File: config.mk
export PLATFORM = sky130hd
export DESIGN_NAME = quoted_argument_splitter
export DESIGN_NICKNAME = d
export VERILOG_FILES = /design/src/rtl/qas_pkg.sv /design/src/rtl/qas_front.sv /design/src/rtl/qas_queue.sv /design/src/rtl/qas_back.sv /design/src/rtl/quoted_argument_splitter.sv
export SDC_FILE = /design/constraint.sdc
export NUM_CORES = 1
export LEC_CHECK = 0
export ABC_AREA = 1
export BUFFER_PORTS_ARGS = -buffer_cell sky130_fd_sc_hd__buf_2
export CAP_MARGIN = 20
export CORE_UTILIZATION = 57
export DETAILED_ROUTE_END_ITERATION = 10
export PLACE_DENSITY = 0.76
export SLEW_MARGIN = 0
export SYNTH_ARGS = -nofsm -noshare
export SYNTH_HDL_FRONTEND = slang
export SYNTH_SLANG_ARGS = --single-unit
File: constraint.sdc
create_clock -name clk -period 7.7 [get_ports clk]
set_clock_uncertainty 0.15 [all_clocks]
set_input_delay 1.54 -clock clk [delete_from_list [all_inputs] [get_ports clk]]
set_output_delay 1.54 -clock clk [all_outputs]
set_load 0.01 [all_outputs]
File: src/rtl/qas_pkg.sv
`default_nettype none
// ----------------------------------------------------------------------------
// qas_pkg: shared types and constants of the quoted argument splitter
// Character codes, count limit, queue sizing and the front-to-back request.
// ----------------------------------------------------------------------------
package qas_pkg;

  localparam int MAX_ARGS    = 1023;
  localparam int COUNT_W     = 10;
  localparam int COUNT_MAX   = (1 << COUNT_W) - 1;
  localparam int LIMIT_INT   = (MAX_ARGS < COUNT_MAX) ? MAX_ARGS : COUNT_MAX;
  localparam logic [COUNT_W-1:0] COUNT_LIMIT = COUNT_W'(LIMIT_INT);

  localparam logic [7:0] CH_SQUOTE = 8'h27;
  localparam logic [7:0] CH_DQUOTE = 8'h22;
  localparam logic [7:0] CH_BSLASH = 8'h5C;
  localparam logic [7:0] CH_NUL    = 8'h00;
  localparam logic [7:0] CH_SPACE  = 8'h20;
  localparam logic [7:0] CH_TAB    = 8'h09;
  localparam logic [7:0] CH_CR     = 8'h0D;

  localparam int QUEUE_DEPTH = 4;
  localparam int QPTR_W      = $clog2(QUEUE_DEPTH);
  localparam int QCNT_W      = $clog2(QUEUE_DEPTH + 1);

  // One request: one or two output bytes caused by one input byte.
  typedef struct packed {
    logic               dual;
    logic [7:0]         lead_byte;
    logic [7:0]         data_byte;
    logic [COUNT_W-1:0] count;
    logic               done;
  } qas_req_t;

  function automatic logic is_ws(input logic [7:0] c);
    return (c == CH_SPACE) || ((c >= CH_TAB) && (c <= CH_CR));
  endfunction

  function automatic logic is_quote(input logic [7:0] c);
    return (c == CH_SQUOTE) || (c == CH_DQUOTE);
  endfunction

endpackage

`default_nettype wire

File: src/rtl/qas_front.sv
`default_nettype none
// ----------------------------------------------------------------------------
// qas_front: byte classifier
// Accepts command bytes, tracks word/quote/escape state and the argument
// count, and issues one request per byte that produces output.
// ----------------------------------------------------------------------------
module qas_front import qas_pkg::*; (
  input  wire logic       clk,
  input  wire logic       rst_n,
  input  wire logic       in_valid,
  output logic            in_stall,
  input  wire logic [7:0] in_byte,
  input  wire logic       q_full,
  output logic            q_push,
  output qas_req_t        q_req
);

  logic               in_word_r, in_word_nxt;
  logic               esc_r, esc_nxt;
  logic               quote_open_r, quote_open_nxt;
  logic               quote_dq_r, quote_dq_nxt;
  logic [COUNT_W-1:0] count_r, count_nxt;
  logic               accept;
  logic               emit;
  logic [7:0]         open_char;

  assign in_stall  = q_full;
  assign accept    = in_valid && !q_full;
  assign q_push    = accept && emit;
  assign open_char = quote_dq_r ? CH_DQUOTE : CH_SQUOTE;

  always_comb begin
    in_word_nxt     = in_word_r;
    esc_nxt         = esc_r;
    quote_open_nxt  = quote_open_r;
    quote_dq_nxt    = quote_dq_r;
    count_nxt       = count_r;
    emit            = 1'b0;
    q_req.dual      = 1'b0;
    q_req.lead_byte = CH_BSLASH;
    q_req.data_byte = in_byte;
    q_req.done      = 1'b0;
    if (in_byte == CH_NUL) begin
      emit           = 1'b1;
      q_req.done     = 1'b1;
      in_word_nxt    = 1'b0;
      esc_nxt        = 1'b0;
      quote_open_nxt = 1'b0;
      quote_dq_nxt   = 1'b0;
      count_nxt      = '0;
    end else if (!in_word_r) begin
      if (!is_ws(in_byte)) begin
        if (count_r < COUNT_LIMIT) begin
          count_nxt = count_r + COUNT_W'(1);
        end
        in_word_nxt    = 1'b1;
        esc_nxt        = (in_byte == CH_BSLASH);
        quote_open_nxt = is_quote(in_byte);
        quote_dq_nxt   = (in_byte == CH_DQUOTE);
        emit           = (in_byte != CH_BSLASH) && !is_quote(in_byte);
      end
    end else if (esc_r) begin
      q_req.dual = quote_open_r && !((in_byte == open_char) || (in_byte == CH_BSLASH));
      emit       = 1'b1;
      esc_nxt    = 1'b0;
    end else if (in_byte == CH_BSLASH) begin
      esc_nxt = 1'b1;
    end else if (quote_open_r && (in_byte == open_char)) begin
      quote_open_nxt = 1'b0;
    end else if (!quote_open_r && is_quote(in_byte)) begin
      quote_open_nxt = 1'b1;
      quote_dq_nxt   = (in_byte == CH_DQUOTE);
    end else if (!quote_open_r && is_ws(in_byte)) begin
      in_word_nxt     = 1'b0;
      emit            = 1'b1;
      q_req.data_byte = CH_NUL;
    end else begin
      emit = 1'b1;
    end
    q_req.count = (in_byte == CH_NUL) ? count_r : count_nxt;
  end

  always_ff @(posedge clk) begin
    if (!rst_n) begin
      in_word_r    <= 1'b0;
      esc_r        <= 1'b0;
      quote_open_r <= 1'b0;
      quote_dq_r   <= 1'b0;
      count_r      <= '0;
    end else if (accept) begin
      in_word_r    <= in_word_nxt;
      esc_r        <= esc_nxt;
      quote_open_r <= quote_open_nxt;
      quote_dq_r   <= quote_dq_nxt;
      count_r      <= count_nxt;
    end
  end

endmodule

`default_nettype wire

File: src/rtl/qas_queue.sv
`default_nettype none
// ----------------------------------------------------------------------------
// qas_queue: request queue
// Small FIFO of requests between the classifier and the output sequencer.
// ----------------------------------------------------------------------------
module qas_queue import qas_pkg::*; (
  input  wire logic     clk,
  input  wire logic     rst_n,
  input  wire logic     push,
  input  qas_req_t      push_req,
  output logic          full,
  input  wire logic     pop,
  output logic          head_valid,
  output qas_req_t      head_req
);

  qas_req_t            mem_r [QUEUE_DEPTH];
  logic [QPTR_W-1:0]   wr_ptr_r, rd_ptr_r;
  logic [QCNT_W-1:0]   count_r, count_nxt;

  assign full       = (count_r == QCNT_W'(QUEUE_DEPTH));
  assign head_valid = (count_r != '0);
  assign head_req   = mem_r[rd_ptr_r];

  always_comb begin
    count_nxt = count_r;
    if (push && !pop) begin
      count_nxt = count_r + QCNT_W'(1);
    end else if (pop && !push) begin
      count_nxt = count_r - QCNT_W'(1);
    end
  end

  always_ff @(posedge clk) begin
    if (push) begin
      mem_r[wr_ptr_r] <= push_req;
    end
  end

  always_ff @(posedge clk) begin
    if (!rst_n) begin
      wr_ptr_r <= '0;
      rd_ptr_r <= '0;
      count_r  <= '0;
    end else begin
      if (push) begin
        wr_ptr_r <= (wr_ptr_r == QPTR_W'(QUEUE_DEPTH - 1)) ? '0 : wr_ptr_r + QPTR_W'(1);
      end
      if (pop) begin
        rd_ptr_r <= (rd_ptr_r == QPTR_W'(QUEUE_DEPTH - 1)) ? '0 : rd_ptr_r + QPTR_W'(1);
      end
      count_r <= count_nxt;
    end
  end

  a_no_push_full: assert property (@(posedge clk) disable iff (!rst_n)
    push |-> !full) else $error("request pushed into full queue");

  a_no_pop_empty: assert property (@(posedge clk) disable iff (!rst_n)
    pop |-> head_valid) else $error("request popped from empty queue");

  a_count_bound: assert property (@(posedge clk) disable iff (!rst_n)
    count_r <= QCNT_W'(QUEUE_DEPTH)) else $error("queue occupancy out of range");

  a_count_track: assert property (@(posedge clk) disable iff (!rst_n)
    (push && !pop) |=> (count_r == $past(count_r) + QCNT_W'(1)))
    else $error("queue occupancy did not follow push");

endmodule

`default_nettype wire

File: src/rtl/qas_back.sv
`default_nettype none
// ----------------------------------------------------------------------------
// qas_back: output sequencer
// Drains requests into a registered output, one or two bytes per request.
// ----------------------------------------------------------------------------
module qas_back import qas_pkg::*; (
  input  wire logic        clk,
  input  wire logic        rst_n,
  input  wire logic        head_valid,
  input  qas_req_t         head_req,
  output logic             pop,
  output logic             out_valid,
  input  wire logic        out_stall,
  output logic [7:0]       out_byte,
  output logic [COUNT_W-1:0] out_arg_total,
  output logic             out_string_done,
  output logic             out_run_last
);

  logic               valid_r, valid_nxt;
  logic               half_r, half_nxt;
  logic [7:0]         byte_r;
  logic [COUNT_W-1:0] total_r;
  logic               done_r;
  logic               last_r;
  logic               load;
  logic               first_half;

  assign load       = !valid_r || !out_stall;
  assign first_half = head_req.dual && !half_r;

  always_comb begin
    valid_nxt = valid_r;
    half_nxt  = half_r;
    pop       = 1'b0;
    if (load) begin
      valid_nxt = head_valid;
      if (head_valid) begin
        half_nxt = first_half;
        pop      = !first_half;
      end
    end
  end

  always_ff @(posedge clk) begin
    if (!rst_n) begin
      valid_r <= 1'b0;
      half_r  <= 1'b0;
    end else begin
      valid_r <= valid_nxt;
      half_r  <= half_nxt;
    end
  end

  always_ff @(posedge clk) begin
    if (load && head_valid) begin
      byte_r  <= first_half ? head_req.lead_byte : head_req.data_byte;
      total_r <= head_req.count;
      done_r  <= head_req.done;
      last_r  <= !first_half;
    end
  end

  assign out_valid       = valid_r;
  assign out_byte        = byte_r;
  assign out_arg_total   = total_r;
  assign out_string_done = done_r;
  assign out_run_last    = last_r;

  a_half_only_dual: assert property (@(posedge clk) disable iff (!rst_n)
    (half_r && head_valid) |-> head_req.dual)
    else $error("second half pending on a single-byte request");

  a_pop_after_half: assert property (@(posedge clk) disable iff (!rst_n)
    (load && head_valid && half_r) |-> pop)
    else $error("second half sent without releasing the request");

  a_lead_not_last: assert property (@(posedge clk) disable iff (!rst_n)
    (load && head_valid && first_half) |=> (valid_r && !last_r && half_r))
    else $error("lead byte of a pair marked last");

endmodule

`default_nettype wire

File: src/rtl/quoted_argument_splitter.sv
`default_nettype none
// ----------------------------------------------------------------------------
// quoted_argument_splitter: shell-style argument splitter
// Splits a byte stream into zero-separated arguments, handling quotes and
// backslash escapes, and reports the argument count on the terminator.
// ----------------------------------------------------------------------------
// Path: a byte accepted by the classifier is written into the request queue, and
//   its first result is loaded from the queue head into the output register.
// Throughput: one byte per cycle while the request queue is not full; a byte
//   that yields an escaped pair sends both bytes in turn through the single output
//   register; a 4-entry request queue lets input and output stall independently.
// Reset: synchronous, active low; clears parser state, count, queue and
//   output valid.
// ----------------------------------------------------------------------------
module quoted_argument_splitter import qas_pkg::*; (
  input  wire logic               clk,
  input  wire logic               rst_n,
  input  wire logic               in_valid,
  output logic                    in_stall,
  input  wire logic [7:0]         in_byte,
  output logic                    out_valid,
  input  wire logic               out_stall,
  output logic [7:0]              out_byte,
  output logic [COUNT_W-1:0]      out_arg_total,
  output logic                    out_string_done,
  output logic                    out_run_last
);

  qas_req_t push_req;
  qas_req_t head_req;
  logic     push;
  logic     full;
  logic     pop;
  logic     head_valid;

  qas_front u_front (
    .clk      (clk),
    .rst_n    (rst_n),
    .in_valid (in_valid),
    .in_stall (in_stall),
    .in_byte  (in_byte),
    .q_full   (full),
    .q_push   (push),
    .q_req    (push_req)
  );

  qas_queue u_queue (
    .clk        (clk),
    .rst_n      (rst_n),
    .push       (push),
    .push_req   (push_req),
    .full       (full),
    .pop        (pop),
    .head_valid (head_valid),
    .head_req   (head_req)
  );

  qas_back u_back (
    .clk             (clk),
    .rst_n           (rst_n),
    .head_valid      (head_valid),
    .head_req        (head_req),
    .pop             (pop),
    .out_valid       (out_valid),
    .out_stall       (out_stall),
    .out_byte        (out_byte),
    .out_arg_total   (out_arg_total),
    .out_string_done (out_string_done),
    .out_run_last    (out_run_last)
  );

endmodule

`default_nettype wire
[Yosys cells after proc, flatten, opt, wreduce, memory -nomap -nowiden]
Memories as Yosys holds them, arrays and structs flattened. A register that Yosys moved wholly into a read port is not among the register bits.
Cells that the tools add are included.
Cells by class
  $lt $le $gt $ge: 3
  reduce and logical (&&, ||, !) cells: 33
  mux-type cells: 62
  $add $sub $neg: 5
  eq/ne operators: 15
Operators by type and width (number)
  $mux W8: 8
  $mux W10: 5
  $mux W1: 42
  $eq A8 B6 Y1 const B: 3
  $logic_and A1 B1 Y1: 12
  $ne A3 B3 Y1 const B: 4
  $add A10 B1 Y10 const B: 1
  $logic_not A1 Y1: 10
  $lt A10 B10 Y1 const B: 1
  $mux W3: 3
  $eq A8 B7 Y1 const B: 1
  $eq A8 B8 Y1: 1
  $ge A8 B4 Y1 const B: 1
  $le A8 B4 Y1 const B: 1
  $logic_not A8 Y1: 1
  $mux W2: 4
  $ne A8 B7 Y1 const B: 1
  $reduce_and A6 Y1: 1
  $reduce_and A5 Y1: 1
  $add A2 B1 Y2 const B: 2
  $eq A2 B2 Y1 const B: 2
  $logic_or A1 B1 Y1: 4
  $ne A4 B4 Y1 const B: 1
  $reduce_and A2 Y1: 2
  6 further kinds: 6
Storage, ports and cells
  word-level logic and storage cells: 133
  memory bits (writable): 80
  flip-flop bits (word level): 43
  bits of input ports: 12
  memories: 1
  output and inout bits: 22
Memories
  u_queue.mem_r: words 4, width 20, rd ports 1, clocked after memory_dff 1, wr ports 1, RTL line qas_queue.sv:17  | qas_req_t mem_r [QUEUE_DEPTH];

[Depth between registers and ports, before layout]
Gate-level depths: netlist of the first run.
  depth after elaboration: 14
  mapped depth: 16

[By module]
Synthesis of the first run repeated with hierarchy kept, for this count alone.
Unflattened totals
  cell total of the unflattened synthesis: 648
  area, all modules: 6877.8 um^2
By module, submodules not included
  qas_queue: cells an instance 331, sequential area each 3543.4 um^2, area each 4616.9 um^2, instances 1
  qas_front: cells an instance 260, sequential area each 280.3 um^2, area each 1460.2 um^2, instances 1
  qas_back: cells an instance 57, sequential area each 640.6 um^2, area each 800.8 um^2, instances 1

[Worst setup path before layout of the first run]
OpenSTA, ideal clock, no wires.
  path kind: input-to-reg
  start point: input in_byte[1]
  end point: memory u_queue.mem_r[0][0] (netlist bit), enable pin
  data required time: 7153 ps
  setup slack: 3979 ps
  cell stages on the path: 9
  path buffers: 0
  data arrival time: 3174 ps
  setup time: 397 ps
  cell sequence: inv_2 -> nand2_2 -> nand2_1 -> nand2_1 -> nand2_4 -> nand2_4 -> a21oi_4 -> nand3_2 -> nor2_1
Between the ends
  word-level cells in the longest chain between the ends: 12
Ends and longest elaborated chain
  from (decl): RTL line quoted_argument_splitter.sv:20  | input wire logic [7:0] in_byte,
  $eq A8 B6 Y1: RTL line qas_pkg.sv:40  | return (c == CH_SQUOTE) || (c == CH_DQUOTE);
  $logic_or A1 B1 Y1: RTL line qas_pkg.sv:40
  $logic_and A1 B1 Y1: RTL line qas_front.sv:70  | end else if (!quote_open_r && is_quote(in_byte)) begin
  $mux W1: RTL line qas_front.sv:70
  $mux W1: RTL line qas_front.sv:68  | end else if (quote_open_r && (in_byte == open_char)) begin
  $mux W1: RTL line qas_front.sv:66  | end else if (in_byte == CH_BSLASH) begin
  $mux W1: RTL line qas_front.sv:62  | end else if (esc_r) begin
  $mux W1: RTL line qas_front.sv:51  | end else if (!in_word_r) begin
  $mux W1 *: RTL line qas_front.sv:43  | if (in_byte == CH_NUL) begin
  $logic_and A1 B1 Y1 *: RTL line qas_front.sv:29  | assign q_push = accept && emit;
  $mux W1 *: RTL line qas_queue.sv:35  | if (push) begin
  $mux W1 (implied by the code) *: RTL line qas_queue.sv:36  | mem_r[wr_ptr_r] <= push_req;
  to (decl): RTL line qas_queue.sv:17
Every way passes the cells marked *; elsewhere a longest branch is shown, timed or not.

==> flow_summary.yaml, run 1 <==
power_and_ir_drop:
  leakagePower_nw: 2.47
  p_per_area_nw_per_um2: 375
  ir_drop_uv: 274
  power_mw: 2.36
clock_network:
  clk_path_buf_depth: 2
  clk_latency_ps: 510
  cts_root_buffer: "clkbuf_8"
  holdBufCountCts: 0
  cts-buffers-inserted: 17
  clkTransAtPathRegs_ps: 60
  post_cts_buffers: 0
  tritoncts: "yes"
  cts_resized: 0
  h-tree-depth: 4
  clock_sinks: 125
cells_and_area:
  fin_cells: 706
  fin_util_pct: 67.8
  drive_gt1_share_pct: 17.0
  antenna_cells: 0
  regArea_um2: 3500
  fillerInstances: 690
  fin_nets: 584
  multi_input_area_um2: 1670
  syn_to_final_growth_pct: 14.9
worst_setup_path:
  critical-path-max-stage-delay_ps: 850
  arrival_ps: 3810
  path_common_cell: "o21ai_0"
  crit_required_ps: 7950
  crit_fanout: 21
  critPathKind: "flop to flop"
  path_cells: "inv_1 > nor2_1 > o21ai_0 > a21o_1 > nand2_1 > ha_1 > inv_1 > fa_1 > a21oi_1 > o21ai_0 > o21ai_0 > a21oi_1"
  crit_path_start_kind: "flop"
  r2r_slack_ps: 4140
  reg2reg_to: "u_queue.count_r[2]"
  rr_worst_depth: 12
  crit_slowest_cell: "dfxtp_1"
  end_kind: "flop"
status:
  outcome: "completed"
timing:
  grt_setup_unrepaired: "false"
  tns_ps: 0
  worst_pin_slew_ps: 1000
  finalHoldViolations: 0
  finalCritPeriodShare_pct: 46.2
  period_minus_slack_ps: 3560
  slew_viol_final: 0
  relSlewSlack_pct: 33.2
  max_freq_ghz: 0.281
  setup_violations: 0
logic_synthesis:
  ys_seq_area_share_pct: 63.9
  synthArstFlopShare_pct: 0
  synth_nets: 550
  synth_top_area_share_pct: 54.8
  yosys.area.top_type: "edfxtp_1"
  synth.most_common_cell: "edfxtp_1"
  synth_commonest_cells: "edfxtp_1, nor2_1, nand2_1"
  ys_seq_elements: 125
  synthCells: 530
  ys_warn_count: 0
  ys_types: 36
  synth-edff-count: 100
  synth_area_um2: 5480
  syn_avg_cell_area_um2: 10.3
  synth-main-ff-cell: "edfxtp_1"
  synthTopCellsByArea: "edfxtp_1, dfxtp_1, nor2_1"
hold_path:
  hold-path-endpoint: "u_queue.count_r[2]"
  holdPathStages: 2
  hold_path_class: "flop to flop"
  hold_path_startpoint: "u_queue.count_r[2]"
global_route:
  gr-usage-met1_pct: 30.2
  grt_pass1_wl_um: 18100
  grt_pass1_vias: 3830
  grt-busiest-layer: "met2"
  grt_max_degree: 42
  grtUsageMet2_pct: 40.4
  antenna_found_initial: 0
  grt_overflow_total: 0
  grt_usage_pct: 24.1
  grtUsageMet3_pct: 6.06
drt:
  drc: 0
  routedWlPerCell_um: 15.8
  drt_pass1_iterations: 5
  drtIter0Drc: 346
  drt-vias-per-instance: 5.59
  ant_nets: 0
  routed-via-count: 3950
  drt_wl_total_um: 11100
floorplan:
  initial_utilization_pct: 59.0
  fp.dieW_um: 100
  num_rows: 35
  coreArea_um2: 9280
  dieArea_um2: 10000
  die_h_um: 100
  io_pins: 34
placed_design:
  dp_cells: 674
  dpl.hpwl_um: 6760
  gpl.final_weighted_congestion: 0.902
  io_buffer_count: 33
job:
  cap_violations: 0
worst max-delay path by stage:
| stage | startpoint | end | slack [ps] | depth (start not counted) |
|---|---|---|---|---|
| 6_report | flop | u_queue.count_r[2] | 4140 | 12 |
| 5_1_grt | flop | u_queue.count_r[2] | 3860 | 12 |
| 4_1_cts | flop | u_queue.count_r[2] | 4140 | 12 |
| 3_5_place_dp | out_stall | u_queue.count_r[1] | 3690 | 10 |
| 3_3_place_gp | out_stall | u_queue.count_r[1] | 3750 | 10 |
| 2_1_floorplan | in_byte[1] | u_queue.mem_r[0][0] | 3980 | 9 |
power breakdown:
part	internal (mW)	leakage (nW)	total, mW	switching [mW]
Sequential	0.935	1.15	1.00	0.0691
Combinational	0.196	1.06	0.623	0.427
Clock	0.433	0.264	0.733	0.300
Total	1.56	2.47	2.36	0.796
placed cells by master (no fill, tap or decap), drive strengths merged:
cell / n
edfxtp: 100
nor2: 87
nand2: 78
o21ai: 70
inv: 58
buf: 39
nand3: 31
dfxtp: 25
a21oi: 20
clkbuf: 18
o22ai: 15
ha: 7
nand4: 5
clkinv: 5
o221ai: 4
clkinvlp: 3
o211ai: 2
nor3: 2
or2: 1
a21o: 1
o31ai: 1
nor4: 1
o21bai: 1
a31oi: 1
fa: 1
bufinv: 1
worst max-delay path: cells and delay by family (launching register included):
family | cells | cell delay, ps
buffers and inverters | 2 | 630
DFF | 1 | 850
AOI/OAI and AO/OA | 6 | 870
and+or+nand+nor | 2 | 370
adders and majority gates | 2 | 560
flip-flops by register name (all words and copies together) (netlist names), named ones only:
| signal | cells |
|---|---|
| u_queue.rd_ptr_r | 2 |
| u_back.out_valid | 1 |
| u_back.half_r | 1 |
| u_back.out_run_last | 1 |
| u_front.quote_dq_r | 1 |
| u_front.count_r | 10 |
| u_queue.wr_ptr_r | 2 |
| u_front.quote_open_r | 1 |
| u_queue.mem_r | 80 |
| u_front.esc_r | 1 |
| u_back.out_byte | 8 |
| u_back.out_string_done | 1 |
| u_queue.count_r | 3 |
| u_back.out_arg_total | 10 |
| u_front.in_word_r | 1 |
logic make-up (layout without fill, tap and decap cells):
logic type	after synthesis	in the layout	share of synthesized area, %
AOI/OAI and AO/OA	115	115	11.9
and+or+nand+nor	205	205	16.6
adders and majority gates	8	8	1.96
DFF	125	125	63.9
buffers and inverters	77	124	5.59
layout make-up:
type | instances | area share [%]
multi-input cells | 328 | 26.5
flip-flops and latches | 125 | 55.6
clock buffers | 18 | 6.64
repair buffers | 39 | 3.34
well taps | 129 | 2.56
clock inverters | 14 | 2.15
inverters | 53 | 3.16
stage by stage:
stage	cell area (um2)	worst slack (ps)	hold slack, ps
2_1_floorplan	5480	3980	312
3_3_place_gp	5740	3750	334
3_5_place_dp	5740	3690	353
4_1_cts	6300	4140	360
5_1_grt	6300	3860	390
6_report	6300	4140	358
routing by layer:
layer	wire (um)	up-vias	share of wire, %
met1	4610	1878	41
met4	166	0	1.5
met3	700	18	6.3
li1	-	1904	-
met5	0	-	0
met2	5640	150	51
(Power assumes the default switching activity.)
==> run 2: changes to the inputs <==
--- a/config.mk
+++ b/config.mk
@@ -8,9 +8,9 @@
 export ABC_AREA = 1
 export BUFFER_PORTS_ARGS = -buffer_cell sky130_fd_sc_hd__buf_2
 export CAP_MARGIN = 20
-export CORE_UTILIZATION = 57
+export CORE_UTILIZATION = 54
 export DETAILED_ROUTE_END_ITERATION = 10
-export PLACE_DENSITY = 0.76
+export PLACE_DENSITY = 0.75
 export SLEW_MARGIN = 0
 export SYNTH_ARGS = -nofsm -noshare
 export SYNTH_HDL_FRONTEND = slang
==> constraint.sdc (replaced) <==
create_clock -name clk -period 2.9 [get_ports clk]
set_clock_uncertainty 0.15 [all_clocks]
set_input_delay 0.58 -clock clk [delete_from_list [all_inputs] [get_ports clk]]
set_output_delay 0.58 -clock clk [all_outputs]
set_load 0.01 [all_outputs]
==> flow_summary.yaml, run 2 (synthesized netlist as in run 1, its figures left out) <==
hold_path:
  hold_path_class: "input port to flop"
  holdPathStages: 1
  hold_path_startpoint: "in_byte[4]"
  hold-path-endpoint: "u_queue.mem_r[0][15]"
drt:
  drt_pass1_iterations: 5
  routed-via-count: 3968
  drt-vias-per-instance: 5.52
  routedWlPerCell_um: 15.8
  drtIter0Drc: 285
  ant_nets: 0
  drt_wl_total_um: 11300
  drc: 0
global_route:
  grt_pass1_vias: 3856
  grt_max_degree: 39
  grt_overflow_total: 0
  grt_pass1_wl_um: 18300
  antenna_found_initial: 0
  grt_usage_pct: 23.6
cells_and_area:
  antenna_cells: 0
  mostFrequentLayoutCells: "edfxtp_1, nor2_1, nand2_1"
  largest_register: "u_queue.mem_r"
  fin_nets: 593
  fin_util_pct: 65.7
  stdcell_area_um2: 6450
  fillerInstances: 748
  largest_register_ffs: 80
  syn_to_final_growth_pct: 17.7
  regArea_um2: 3500
  fin_cells: 719
  multi_input_area_um2: 1670
  final_common_cell: "edfxtp_1"
  drive_gt1_share_pct: 18.1
status:
  outcome: "completed"
power_and_ir_drop:
  p_per_area_nw_per_um2: 1010
  leakagePower_nw: 2.54
  ir_drop_uv: 479
timing:
  setup_violations: 0
  finalHoldViolations: 0
  slew_viol_final: 0
  finalCritPeriodShare_pct: 88.1
  whs_ps: 186
  period_minus_slack_ps: 2560
  max_freq_ghz: 0.391
  relSlewSlack_pct: 70.0
  tns_ps: 0
  worst_pin_slew_ps: 446
  grt_setup_unrepaired: "false"
worst_setup_path:
  reg2reg_to: "u_queue.count_r[2]"
  end_kind: "flop"
  critPathKind: "flop to flop"
  arrival_ps: 2820
  rr_worst_depth: 13
  crit_fanout: 4
  crit_required_ps: 3160
  r2r-start: "u_front.esc_r"
  crit_path_start_kind: "flop"
  r2r_slack_ps: 340
clock_network:
  clk_path_buf_depth: 2
  holdBufCountCts: 0
  cts_resized: 0
  clk_latency_ps: 520
  cts-buffers-inserted: 17
  cts_root_buffer: "clkbuf_8"
  tritoncts: "yes"
  h-tree-depth: 4
  clock_sinks: 125
  post_cts_buffers: 0
  clkTransAtPathRegs_ps: 60
floorplan:
  dieArea_um2: 10600
  die_h_um: 103
  coreArea_um2: 9820
  io_pins: 34
  fp.dieW_um: 103
  initial_utilization_pct: 55.8
  num_rows: 36
placed_design:
  placed_cell_area_um2: 5870
  gpl.final_weighted_congestion: 0.881
  dpl.hpwl_um: 7020
  dp_cells: 687
  io_buffer_count: 33
job:
  cap_violations: 0
-- run 2: cell type report --
| type | instances | area share [%] |
|---|---|---|
| clock buffer | 17 | 6.42 |
| clock inverter | 15 | 2.64 |
| inverter | 53 | 3.08 |
| multi-input combinational | 328 | 25.9 |
| sequential | 125 | 54.3 |
| tap | 133 | 2.58 |
| timing repair buffer | 48 | 5.08 |
-- run 2: worst max-delay path, cell delays in order, from the launching register on --
cell and delay, ps:
dfxtp_1 400, inv_1 120, o211ai_1 270, nand2_1 140
a21oi_4 160, nand3_2 80, inv_1 60, ha_1 130
inv_1 60, fa_1 380, a21oi_1 150, o21ai_0 120
o21ai_0 170, a21oi_1 50
-- run 2: where the power goes --
part / switching [mW] / internal [mW]
clock: 0.780 / 1.30
combinational: 1.18 / 0.595
sequential: 0.155 / 2.48
-- run 2: worst max-delay path by stage --
stage               depth (start not counted)             endpoint           from
CTS                                        13   u_queue.count_r[2]  u_front.esc_r
finish                                     13   u_queue.count_r[2]  u_front.esc_r
global route                               11   u_queue.count_r[2]           flop
floorplan                                   9  u_queue.mem_r[0][0]     in_byte[1]
global placement                           17   u_queue.count_r[2]     in_byte[1]
detailed placement                         17   u_queue.count_r[2]     in_byte[1]
-- run 2: layer usage --
layer	part of all wire, %	vias up	wire length, um	track usage [%]
met2	51	147	5770	39.2
met5	0	-	0	0
met1	42	1884	4740	29.3
li1	-	1917	-	-
met3	5.9	20	664	5.36
met4	1.4	0	160	11.8
-- run 2: through the flow --
stage	setup slack, ps	total power, mW
after floorplan	139	3.81
after global routing	213	6.88
after global placement	164	4.34
final	344	6.50
after detailed placement	91.5	4.44
after CTS	398	6.53
